### src/hw/rtl/skyatl_pkg.sv
// Shared types and default constants for the skyline atlas allocator.
// Depends on nothing; every other file of the block imports it.
package skyatl_pkg;

    localparam int NUM_ATLASES_DEF  = 2;
    localparam int ATLAS_WIDTH_DEF  = 256;
    localparam int ATLAS_HEIGHT_DEF = 256;

    localparam int SEL_W  = 1;
    localparam int SIZE_W = 9;
    localparam int POS_W  = 8;

    typedef struct packed {
        logic [SIZE_W-1:0] rect_height;
        logic [SIZE_W-1:0] rect_width;
        logic [SEL_W-1:0]  atlas_select;
    } req_t;

    typedef struct packed {
        logic [POS_W-1:0] pos_y;
        logic [POS_W-1:0] pos_x;
        logic             placed;
    } res_t;

endpackage

### src/hw/rtl/skyatl_engine.sv
// Request sequencer: block-wise prefix and suffix maxima over one atlas skyline,
// best position search, and write-back of the raised columns. Uses skyatl_pkg.
module skyatl_engine #(
    parameter int NUM_ATLASES  = skyatl_pkg::NUM_ATLASES_DEF,
    parameter int ATLAS_WIDTH  = skyatl_pkg::ATLAS_WIDTH_DEF,
    parameter int ATLAS_HEIGHT = skyatl_pkg::ATLAS_HEIGHT_DEF
) (
    input  logic                                         aclk,
    input  logic                                         aresetn,
    input  logic                                         req_valid,
    output logic                                         req_ready,
    input  skyatl_pkg::req_t                             req,
    input  logic                                         clr_busy,
    output logic                                         col_rd_en,
    output logic [$clog2(NUM_ATLASES*ATLAS_WIDTH)-1:0]   col_rd_addr,
    input  logic [$clog2(ATLAS_HEIGHT+1)-1:0]            col_rd_data,
    output logic                                         col_wr_en,
    output logic [$clog2(NUM_ATLASES*ATLAS_WIDTH)-1:0]   col_wr_addr,
    output logic [$clog2(ATLAS_HEIGHT+1)-1:0]            col_wr_data,
    output logic                                         res_valid,
    input  logic                                         res_ready,
    output skyatl_pkg::res_t                             res
);
    import skyatl_pkg::*;

    localparam int CW  = $clog2(ATLAS_WIDTH);
    localparam int AWD = $clog2(NUM_ATLASES * ATLAS_WIDTH);
    localparam int HW  = $clog2(ATLAS_HEIGHT + 1);
    localparam int SW  = ((HW > SIZE_W) ? HW : SIZE_W) + 1;

    localparam logic [2:0] ST_IDLE   = 3'd0;
    localparam logic [2:0] ST_PREFIX = 3'd1;
    localparam logic [2:0] ST_TURN   = 3'd2;
    localparam logic [2:0] ST_SUFFIX = 3'd3;
    localparam logic [2:0] ST_DRAIN  = 3'd4;
    localparam logic [2:0] ST_DECIDE = 3'd5;
    localparam logic [2:0] ST_WRITE  = 3'd6;
    localparam logic [2:0] ST_FINISH = 3'd7;

    logic [HW-1:0] scratch_mem [ATLAS_WIDTH];

    logic [2:0]        state_reg,  state_next;
    logic [SIZE_W-1:0] w_reg,      w_next;
    logic [SIZE_W-1:0] h_reg,      h_next;
    logic [AWD-1:0]    base_reg,   base_next;
    logic [CW-1:0]     idx_reg,    idx_next;
    logic [SIZE_W-1:0] cnt_reg,    cnt_next;
    logic              pre_vld_reg, pre_vld_next;
    logic              suf_vld_reg, suf_vld_next;
    logic [CW-1:0]     idx_q_reg,  idx_q_next;
    logic [SIZE_W-1:0] cnt_q_reg,  cnt_q_next;
    logic              fresh_q_reg, fresh_q_next;
    logic [HW-1:0]     run_reg,    run_next;
    logic [HW-1:0]     best_reg,   best_next;
    logic [CW-1:0]     bx_reg,     bx_next;
    logic              found_reg,  found_next;
    logic [AWD-1:0]    wb_addr_reg, wb_addr_next;
    logic [SIZE_W-1:0] wb_cnt_reg, wb_cnt_next;
    res_t              res_reg,    res_next;
    logic [HW-1:0]     sc_rd_reg;

    logic              sc_rd_en;
    logic [CW-1:0]     sc_rd_addr;
    logic              sc_wr_en;
    logic [HW-1:0]     pre_val;
    logic [HW-1:0]     suf_val;
    logic [HW-1:0]     win_max;
    logic              in_range;
    logic [SW-1:0]     new_top;
    logic              refuse;

    assign pre_val = (cnt_q_reg == '0 || col_rd_data > run_reg) ? col_rd_data : run_reg;
    assign suf_val = (fresh_q_reg || col_rd_data > run_reg) ? col_rd_data : run_reg;
    assign win_max = (sc_rd_reg > suf_val) ? sc_rd_reg : suf_val;
    assign in_range = (32'(idx_q_reg) + 32'(w_reg)) <= ATLAS_WIDTH;
    assign new_top  = SW'(best_reg) + SW'(h_reg);
    assign refuse   = (32'(req.atlas_select) >= NUM_ATLASES) || (req.rect_width == '0) ||
                      (req.rect_height == '0) || (32'(req.rect_width) > ATLAS_WIDTH);

    assign sc_rd_en   = (state_reg == ST_SUFFIX);
    assign sc_rd_addr = CW'(32'(idx_reg) + 32'(w_reg) - 32'd1);
    assign sc_wr_en   = pre_vld_reg;

    always_ff @(posedge aclk) begin
        if (sc_wr_en) begin
            scratch_mem[idx_q_reg] <= pre_val;
        end
    end

    always_ff @(posedge aclk) begin
        if (sc_rd_en) begin
            sc_rd_reg <= scratch_mem[sc_rd_addr];
        end
    end

    always_comb begin
        state_next   = state_reg;
        w_next       = w_reg;
        h_next       = h_reg;
        base_next    = base_reg;
        idx_next     = idx_reg;
        cnt_next     = cnt_reg;
        pre_vld_next = 1'b0;
        suf_vld_next = 1'b0;
        idx_q_next   = idx_reg;
        cnt_q_next   = cnt_reg;
        fresh_q_next = (idx_reg == CW'(ATLAS_WIDTH - 1)) || (cnt_reg == w_reg - SIZE_W'(1));
        run_next     = run_reg;
        best_next    = best_reg;
        bx_next      = bx_reg;
        found_next   = found_reg;
        wb_addr_next = wb_addr_reg;
        wb_cnt_next  = wb_cnt_reg;
        res_next     = res_reg;
        req_ready    = (state_reg == ST_IDLE) && !clr_busy;
        res_valid    = (state_reg == ST_FINISH);
        col_rd_en    = 1'b0;
        col_rd_addr  = base_reg + AWD'(idx_reg);
        col_wr_en    = 1'b0;
        col_wr_addr  = wb_addr_reg;
        col_wr_data  = HW'(new_top);

        if (pre_vld_reg) begin
            run_next = pre_val;
        end
        if (suf_vld_reg) begin
            run_next = suf_val;
            if (in_range && win_max < HW'(ATLAS_HEIGHT) && win_max <= best_reg) begin
                best_next  = win_max;
                bx_next    = idx_q_reg;
                found_next = 1'b1;
            end
        end

        case (state_reg)
            ST_IDLE: begin
                if (req_valid && req_ready) begin
                    w_next     = req.rect_width;
                    h_next     = req.rect_height;
                    base_next  = req.atlas_select[0] ? AWD'(ATLAS_WIDTH) : '0;
                    idx_next   = '0;
                    cnt_next   = '0;
                    best_next  = HW'(ATLAS_HEIGHT);
                    bx_next    = '0;
                    found_next = 1'b0;
                    res_next   = '0;
                    state_next = refuse ? ST_FINISH : ST_PREFIX;
                end
            end
            ST_PREFIX: begin
                col_rd_en    = 1'b1;
                pre_vld_next = 1'b1;
                idx_next     = idx_reg + CW'(1);
                cnt_next     = (cnt_reg == w_reg - SIZE_W'(1)) ? '0 : cnt_reg + SIZE_W'(1);
                if (idx_reg == CW'(ATLAS_WIDTH - 1)) begin
                    state_next = ST_TURN;
                end
            end
            ST_TURN: begin
                idx_next   = CW'(ATLAS_WIDTH - 1);
                cnt_next   = cnt_q_reg;
                state_next = ST_SUFFIX;
            end
            ST_SUFFIX: begin
                col_rd_en    = 1'b1;
                suf_vld_next = 1'b1;
                idx_next     = idx_reg - CW'(1);
                cnt_next     = (cnt_reg == '0) ? w_reg - SIZE_W'(1) : cnt_reg - SIZE_W'(1);
                if (idx_reg == '0) begin
                    state_next = ST_DRAIN;
                end
            end
            ST_DRAIN: begin
                state_next = ST_DECIDE;
            end
            ST_DECIDE: begin
                if (found_reg && new_top <= SW'(ATLAS_HEIGHT)) begin
                    res_next.placed = 1'b1;
                    res_next.pos_x  = POS_W'(bx_reg);
                    res_next.pos_y  = POS_W'(best_reg);
                    wb_addr_next    = base_reg + AWD'(bx_reg);
                    wb_cnt_next     = w_reg;
                    state_next      = ST_WRITE;
                end else begin
                    state_next = ST_FINISH;
                end
            end
            ST_WRITE: begin
                col_wr_en    = 1'b1;
                wb_addr_next = wb_addr_reg + AWD'(1);
                wb_cnt_next  = wb_cnt_reg - SIZE_W'(1);
                if (wb_cnt_reg == SIZE_W'(1)) begin
                    state_next = ST_FINISH;
                end
            end
            ST_FINISH: begin
                if (res_ready) begin
                    state_next = ST_IDLE;
                end
            end
            default: begin
                state_next = ST_IDLE;
            end
        endcase
    end

    always_ff @(posedge aclk) begin
        if (!aresetn) begin
            state_reg   <= ST_IDLE;
            pre_vld_reg <= 1'b0;
            suf_vld_reg <= 1'b0;
        end else begin
            state_reg   <= state_next;
            pre_vld_reg <= pre_vld_next;
            suf_vld_reg <= suf_vld_next;
        end
    end

    always_ff @(posedge aclk) begin
        w_reg       <= w_next;
        h_reg       <= h_next;
        base_reg    <= base_next;
        idx_reg     <= idx_next;
        cnt_reg     <= cnt_next;
        idx_q_reg   <= idx_q_next;
        cnt_q_reg   <= cnt_q_next;
        fresh_q_reg <= fresh_q_next;
        run_reg     <= run_next;
        best_reg    <= best_next;
        bx_reg      <= bx_next;
        found_reg   <= found_next;
        wb_addr_reg <= wb_addr_next;
        wb_cnt_reg  <= wb_cnt_next;
        res_reg     <= res_next;
    end

    assign res = res_reg;

endmodule

### config.mk
export PLATFORM = sky130hd
export DESIGN_NAME = skyatl_engine
export DESIGN_NICKNAME = d
export VERILOG_FILES = /design/src/hw/rtl/skyatl_pkg.sv /design/src/hw/rtl/skyatl_engine.sv
export SDC_FILE = /design/constraint.sdc
export NUM_CORES = 2
export LEC_CHECK = 0
export BUFFER_PORTS_ARGS = -buffer_cell sky130_fd_sc_hd__clkbuf_2
export CORE_MARGIN = 3
export CORE_UTILIZATION = 48
export DETAILED_ROUTE_END_ITERATION = 6
export GPL_ROUTABILITY_DRIVEN = 1
export PLACE_DENSITY = 0.74
export RECOVER_POWER = 25
export SLEW_MARGIN = 20
export SYNTH_ARGS = -nofsm -noshare
export SYNTH_HDL_FRONTEND = slang
export SYNTH_SLANG_ARGS = --single-unit
### constraint.sdc
create_clock -name aclk -period 16.5 [get_ports aclk]
set_input_delay 1.65 -clock aclk [delete_from_list [all_inputs] [get_ports aclk]]
set_output_delay 1.65 -clock aclk [all_outputs]
set_load 0.01 [all_outputs]
==> metrics.csv <==
metric,value,unit
run_status,finished with violations,
failed_checks,"max-capacitance violations, max-slew violations",
cts_max_level,4,
synth_edf_count,2393,
clock_net_sink_count,2434,
synth.avg_cell_area,21.56,µm²
syn-num-nets,4594,
hold_violations,0,
fp.dieArea,207100,µm²
synth_top_area_cell,sky130_fd_sc_hd__edfxtp_1,
cts.repair.resized,0,
cts_root_buffer,sky130_fd_sc_hd__clkbuf_16,
most-common-layout-cells,"2,393 x sky130_fd_sc_hd__edfxtp_1, 748 x sky130_fd_sc_hd__mux4_2, 302 x sky130_fd_sc_hd__nor2_1, 225 x sky130_fd_sc_hd__clkbuf_16, 101 x sky130_fd_sc_hd__clkbuf_1",
layout_min_cycle_time,7560,ps
gp_congestion,0.8470,
synthXorXnorAreaFrac,0.6061,%
final_antenna_net_count,0,
drt-pass1-iter-count,5,
synth_fa_ha_area_share,0.9589,%
slew_at_the_pin_with_the_worst_max_slew_slack,2364,ps
synth_cell_type_count,68,
rsz0062_at_grt,no,
postSynth.asyncResetShare,0,%
reg2reg_setup_slack,9310,ps
critical_path.endpoint_type,flop,
yosys-top-cells-area,"sky130_fd_sc_hd__edfxtp_1 74%, sky130_fd_sc_hd__mux4_2 17%, sky130_fd_sc_hd__nor2_1 1.2%",
drv_cap,12,
io_pins,81,
clock_insertion_delay_worst_skew,870,ps
max_fclk,132.3,MHz
synth_seq_cells,2434,
leakagePower,0.03322,µW
netlist_area,96820,µm²
hold_slack,453.0,ps
place.detailed.hpwl,131700,µm
drv_slew,191,
fin_nets,4742,
clock_tree_from_tritoncts,done,
start_util,48.39,%
final_layout_size_suffix_gt1_share,25.04,%
skew,36.36,ps
gr-total-overflow,0,
vias_per_cell,6.256,
yosysWarnings,0,
cts-hold-fix-buffers,0,
wl,225900,µm
detail_route.wl_per_cell,30.17,µm
required,17170,ps
grt_pass1_vias,46630,
postSynthCellCount,4490,
cp_data_arrival_time,8230,ps
clock_tree.buffer_depth,3,
max_slew_headroom,-57.57,%
commonest_non_fill_non_tap_cell_in_the_layout,sky130_fd_sc_hd__edfxtp_1,
synth_sequential_area_ratio,75.07,%
coreArea,200100,µm²
clkTransAtPathRegs,60,ps
port_buffers,80,
combinational_family_with_the_most_area_after_synthesis,multiplexers,
synth_compound_area_share,1.597,%
setup-violations-final,0,
die-width,455.1,µm
proportion_of_synthesized_area_in_mux_cells,17.66,%
layout_worst_path_cycle_share,45.82,%
synth_ff_type,sky130_fd_sc_hd__edfxtp_1,
synth_largest_type_area_fraction,74.22,%
synth_simple_gate_area_share,2.629,%
antenna_violations_before_repair,5,
critPathLaunchType,input port,
std_cell_rows,164,
postCtsSetupRepairBufs,0,
vias,46840,
crit_path_max_fanout,15,
global_route.usage.total,21.97,%
setup_total_negative_slack,0,ps
area_delta_synth_final,11.16,%
path_type_of_the_worst_min_delay_path,reg -> reg,
drcViolationCount,0,
grt_pass1_wl,331400,µm
path_class,in -> reg,
ir_worst_vdd,0.3188,mV
iteration_0_drc_count_of_the_detailed_router,7143,
dieHeight,455.1,µm
grt_max_degree,253,
power_per_cell_area,216.0,nW/µm²
number_of_flip_flops_under_the_largest_register_name,2304,
number_of_buffers_inserted_during_clock_tree_synthesis,224,
## kinds of logic (layout without fill, tap and decap cells)
group,Yosys count,in the layout
adders and majority gates,72,72
DFF,2434,2434
and+or+nand+nor,569,569
buffers and inverters,326,665
AOI/OAI and AO/OA,249,249
muxes,773,773
other,0,2
xor gates and xnor gates,67,67
## power by group
group          internal [µW]  total, µW  switching (µW)
combinational           4290      10300            6030
clock                   2880       5140            2260
sequential              7630       7790             157
## synthesized netlist by cell type (all sizes together) (3+ instances only)
cell type,count
edfxtp,2393
mux4,748
nor2,304
clkbuf,133
buf,107
inv,84
nand2,81
a21oi,78
o21ai,76
ha,67
nand3,53
dfxtp,41
xnor2,39
a211oi,32
xor2,28
and2,23
nor2b,22
mux2i,21
nand4,19
nor3,16
nor4,14
a21o,10
or3,8
a31oi,7
o21a,7
o21bai,6
and3,5
nand2b,5
or4,5
a31o,4
fa,4
mux2,4
o31a,4
nand3b,3
nor3b,3
o211ai,3
o41ai,3
## path summary, 6_finish.rpt
kind / startpoint / endpoint / cells after the start
hold reg to reg: cnt_q_next[7] / cnt_q_reg[7] / 0
hold / removal: cnt_q_next[7] / cnt_q_reg[7] / 0
setup reg to reg: run_reg[2] / best_reg[3] / 24
setup / recovery: col_rd_data[8] / best_reg[3] / 24
## worst max-delay path, cell delays in order
cell	delay (ps)
sky130_fd_sc_hd__clkbuf_2	110
sky130_fd_sc_hd__ha_1	330
sky130_fd_sc_hd__nand4_1	220
sky130_fd_sc_hd__o22ai_1	180
sky130_fd_sc_hd__o31ai_1	620
sky130_fd_sc_hd__nand2_1	420
sky130_fd_sc_hd__a21oi_1	480
sky130_fd_sc_hd__ha_1	330
sky130_fd_sc_hd__a211oi_1	230
sky130_fd_sc_hd__nor2_1	90
sky130_fd_sc_hd__or3_1	320
sky130_fd_sc_hd__a41oi_1	170
sky130_fd_sc_hd__a31o_2	210
sky130_fd_sc_hd__and2_1	290
sky130_fd_sc_hd__a21o_4	270
sky130_fd_sc_hd__clkinv_2	210
sky130_fd_sc_hd__ha_1	350
sky130_fd_sc_hd__nand2_1	70
sky130_fd_sc_hd__nor3_1	230
sky130_fd_sc_hd__o21ai_0	100
sky130_fd_sc_hd__a21oi_1	240
sky130_fd_sc_hd__o2111ai_1	510
sky130_fd_sc_hd__nor2_1	470
sky130_fd_sc_hd__o32ai_1	130
## area by class of cell
| type | count | area (µm²) |
|---|---|---|
| sequential | 2434 | 72680 |
| timing repair buffer | 162 | 1075 |
| antenna | 2 | 5.005 |
| multi-input combinational | 1730 | 22910 |
| tap | 2656 | 3323 |
| inverter | 86 | 324.1 |
| clock buffer | 268 | 5792 |
| fill | 14660 | 92440 |
| clock inverter | 149 | 1509 |
## per-layer routing
layer | part of all wire, % | vias to the layer above | track usage [%]
li1 | - | 19050 | -
met1 | 38 | 24710 | 30.88
met2 | 48 | 2691 | 33.96
met3 | 11 | 382 | 5.250
met4 | 3.6 | 4 | 7.908
met5 | 0.0080 | - | 0
## stage by stage
step / cells / power (µW) / setup WS (ps) / instance area, µm² / util, %
6_report: 7487 / 23250 / 8940 / 107600 / 53.79
5_1_grt: 7485 / 23990 / 8441 / 107600 / 53.79
4_1_cts: 7480 / 23330 / 9161 / 107600 / 53.78
3_5_place_dp: 7063 / 18170 / 8236 / 100300 / 50.13
3_3_place_gp: 7063 / 18040 / 8452 / 100300 / 50.13
2_1_floorplan: 4490 / 14980 / 1136 / 96820 / -
No activity file was read; power rests on OpenSTA's default activity.
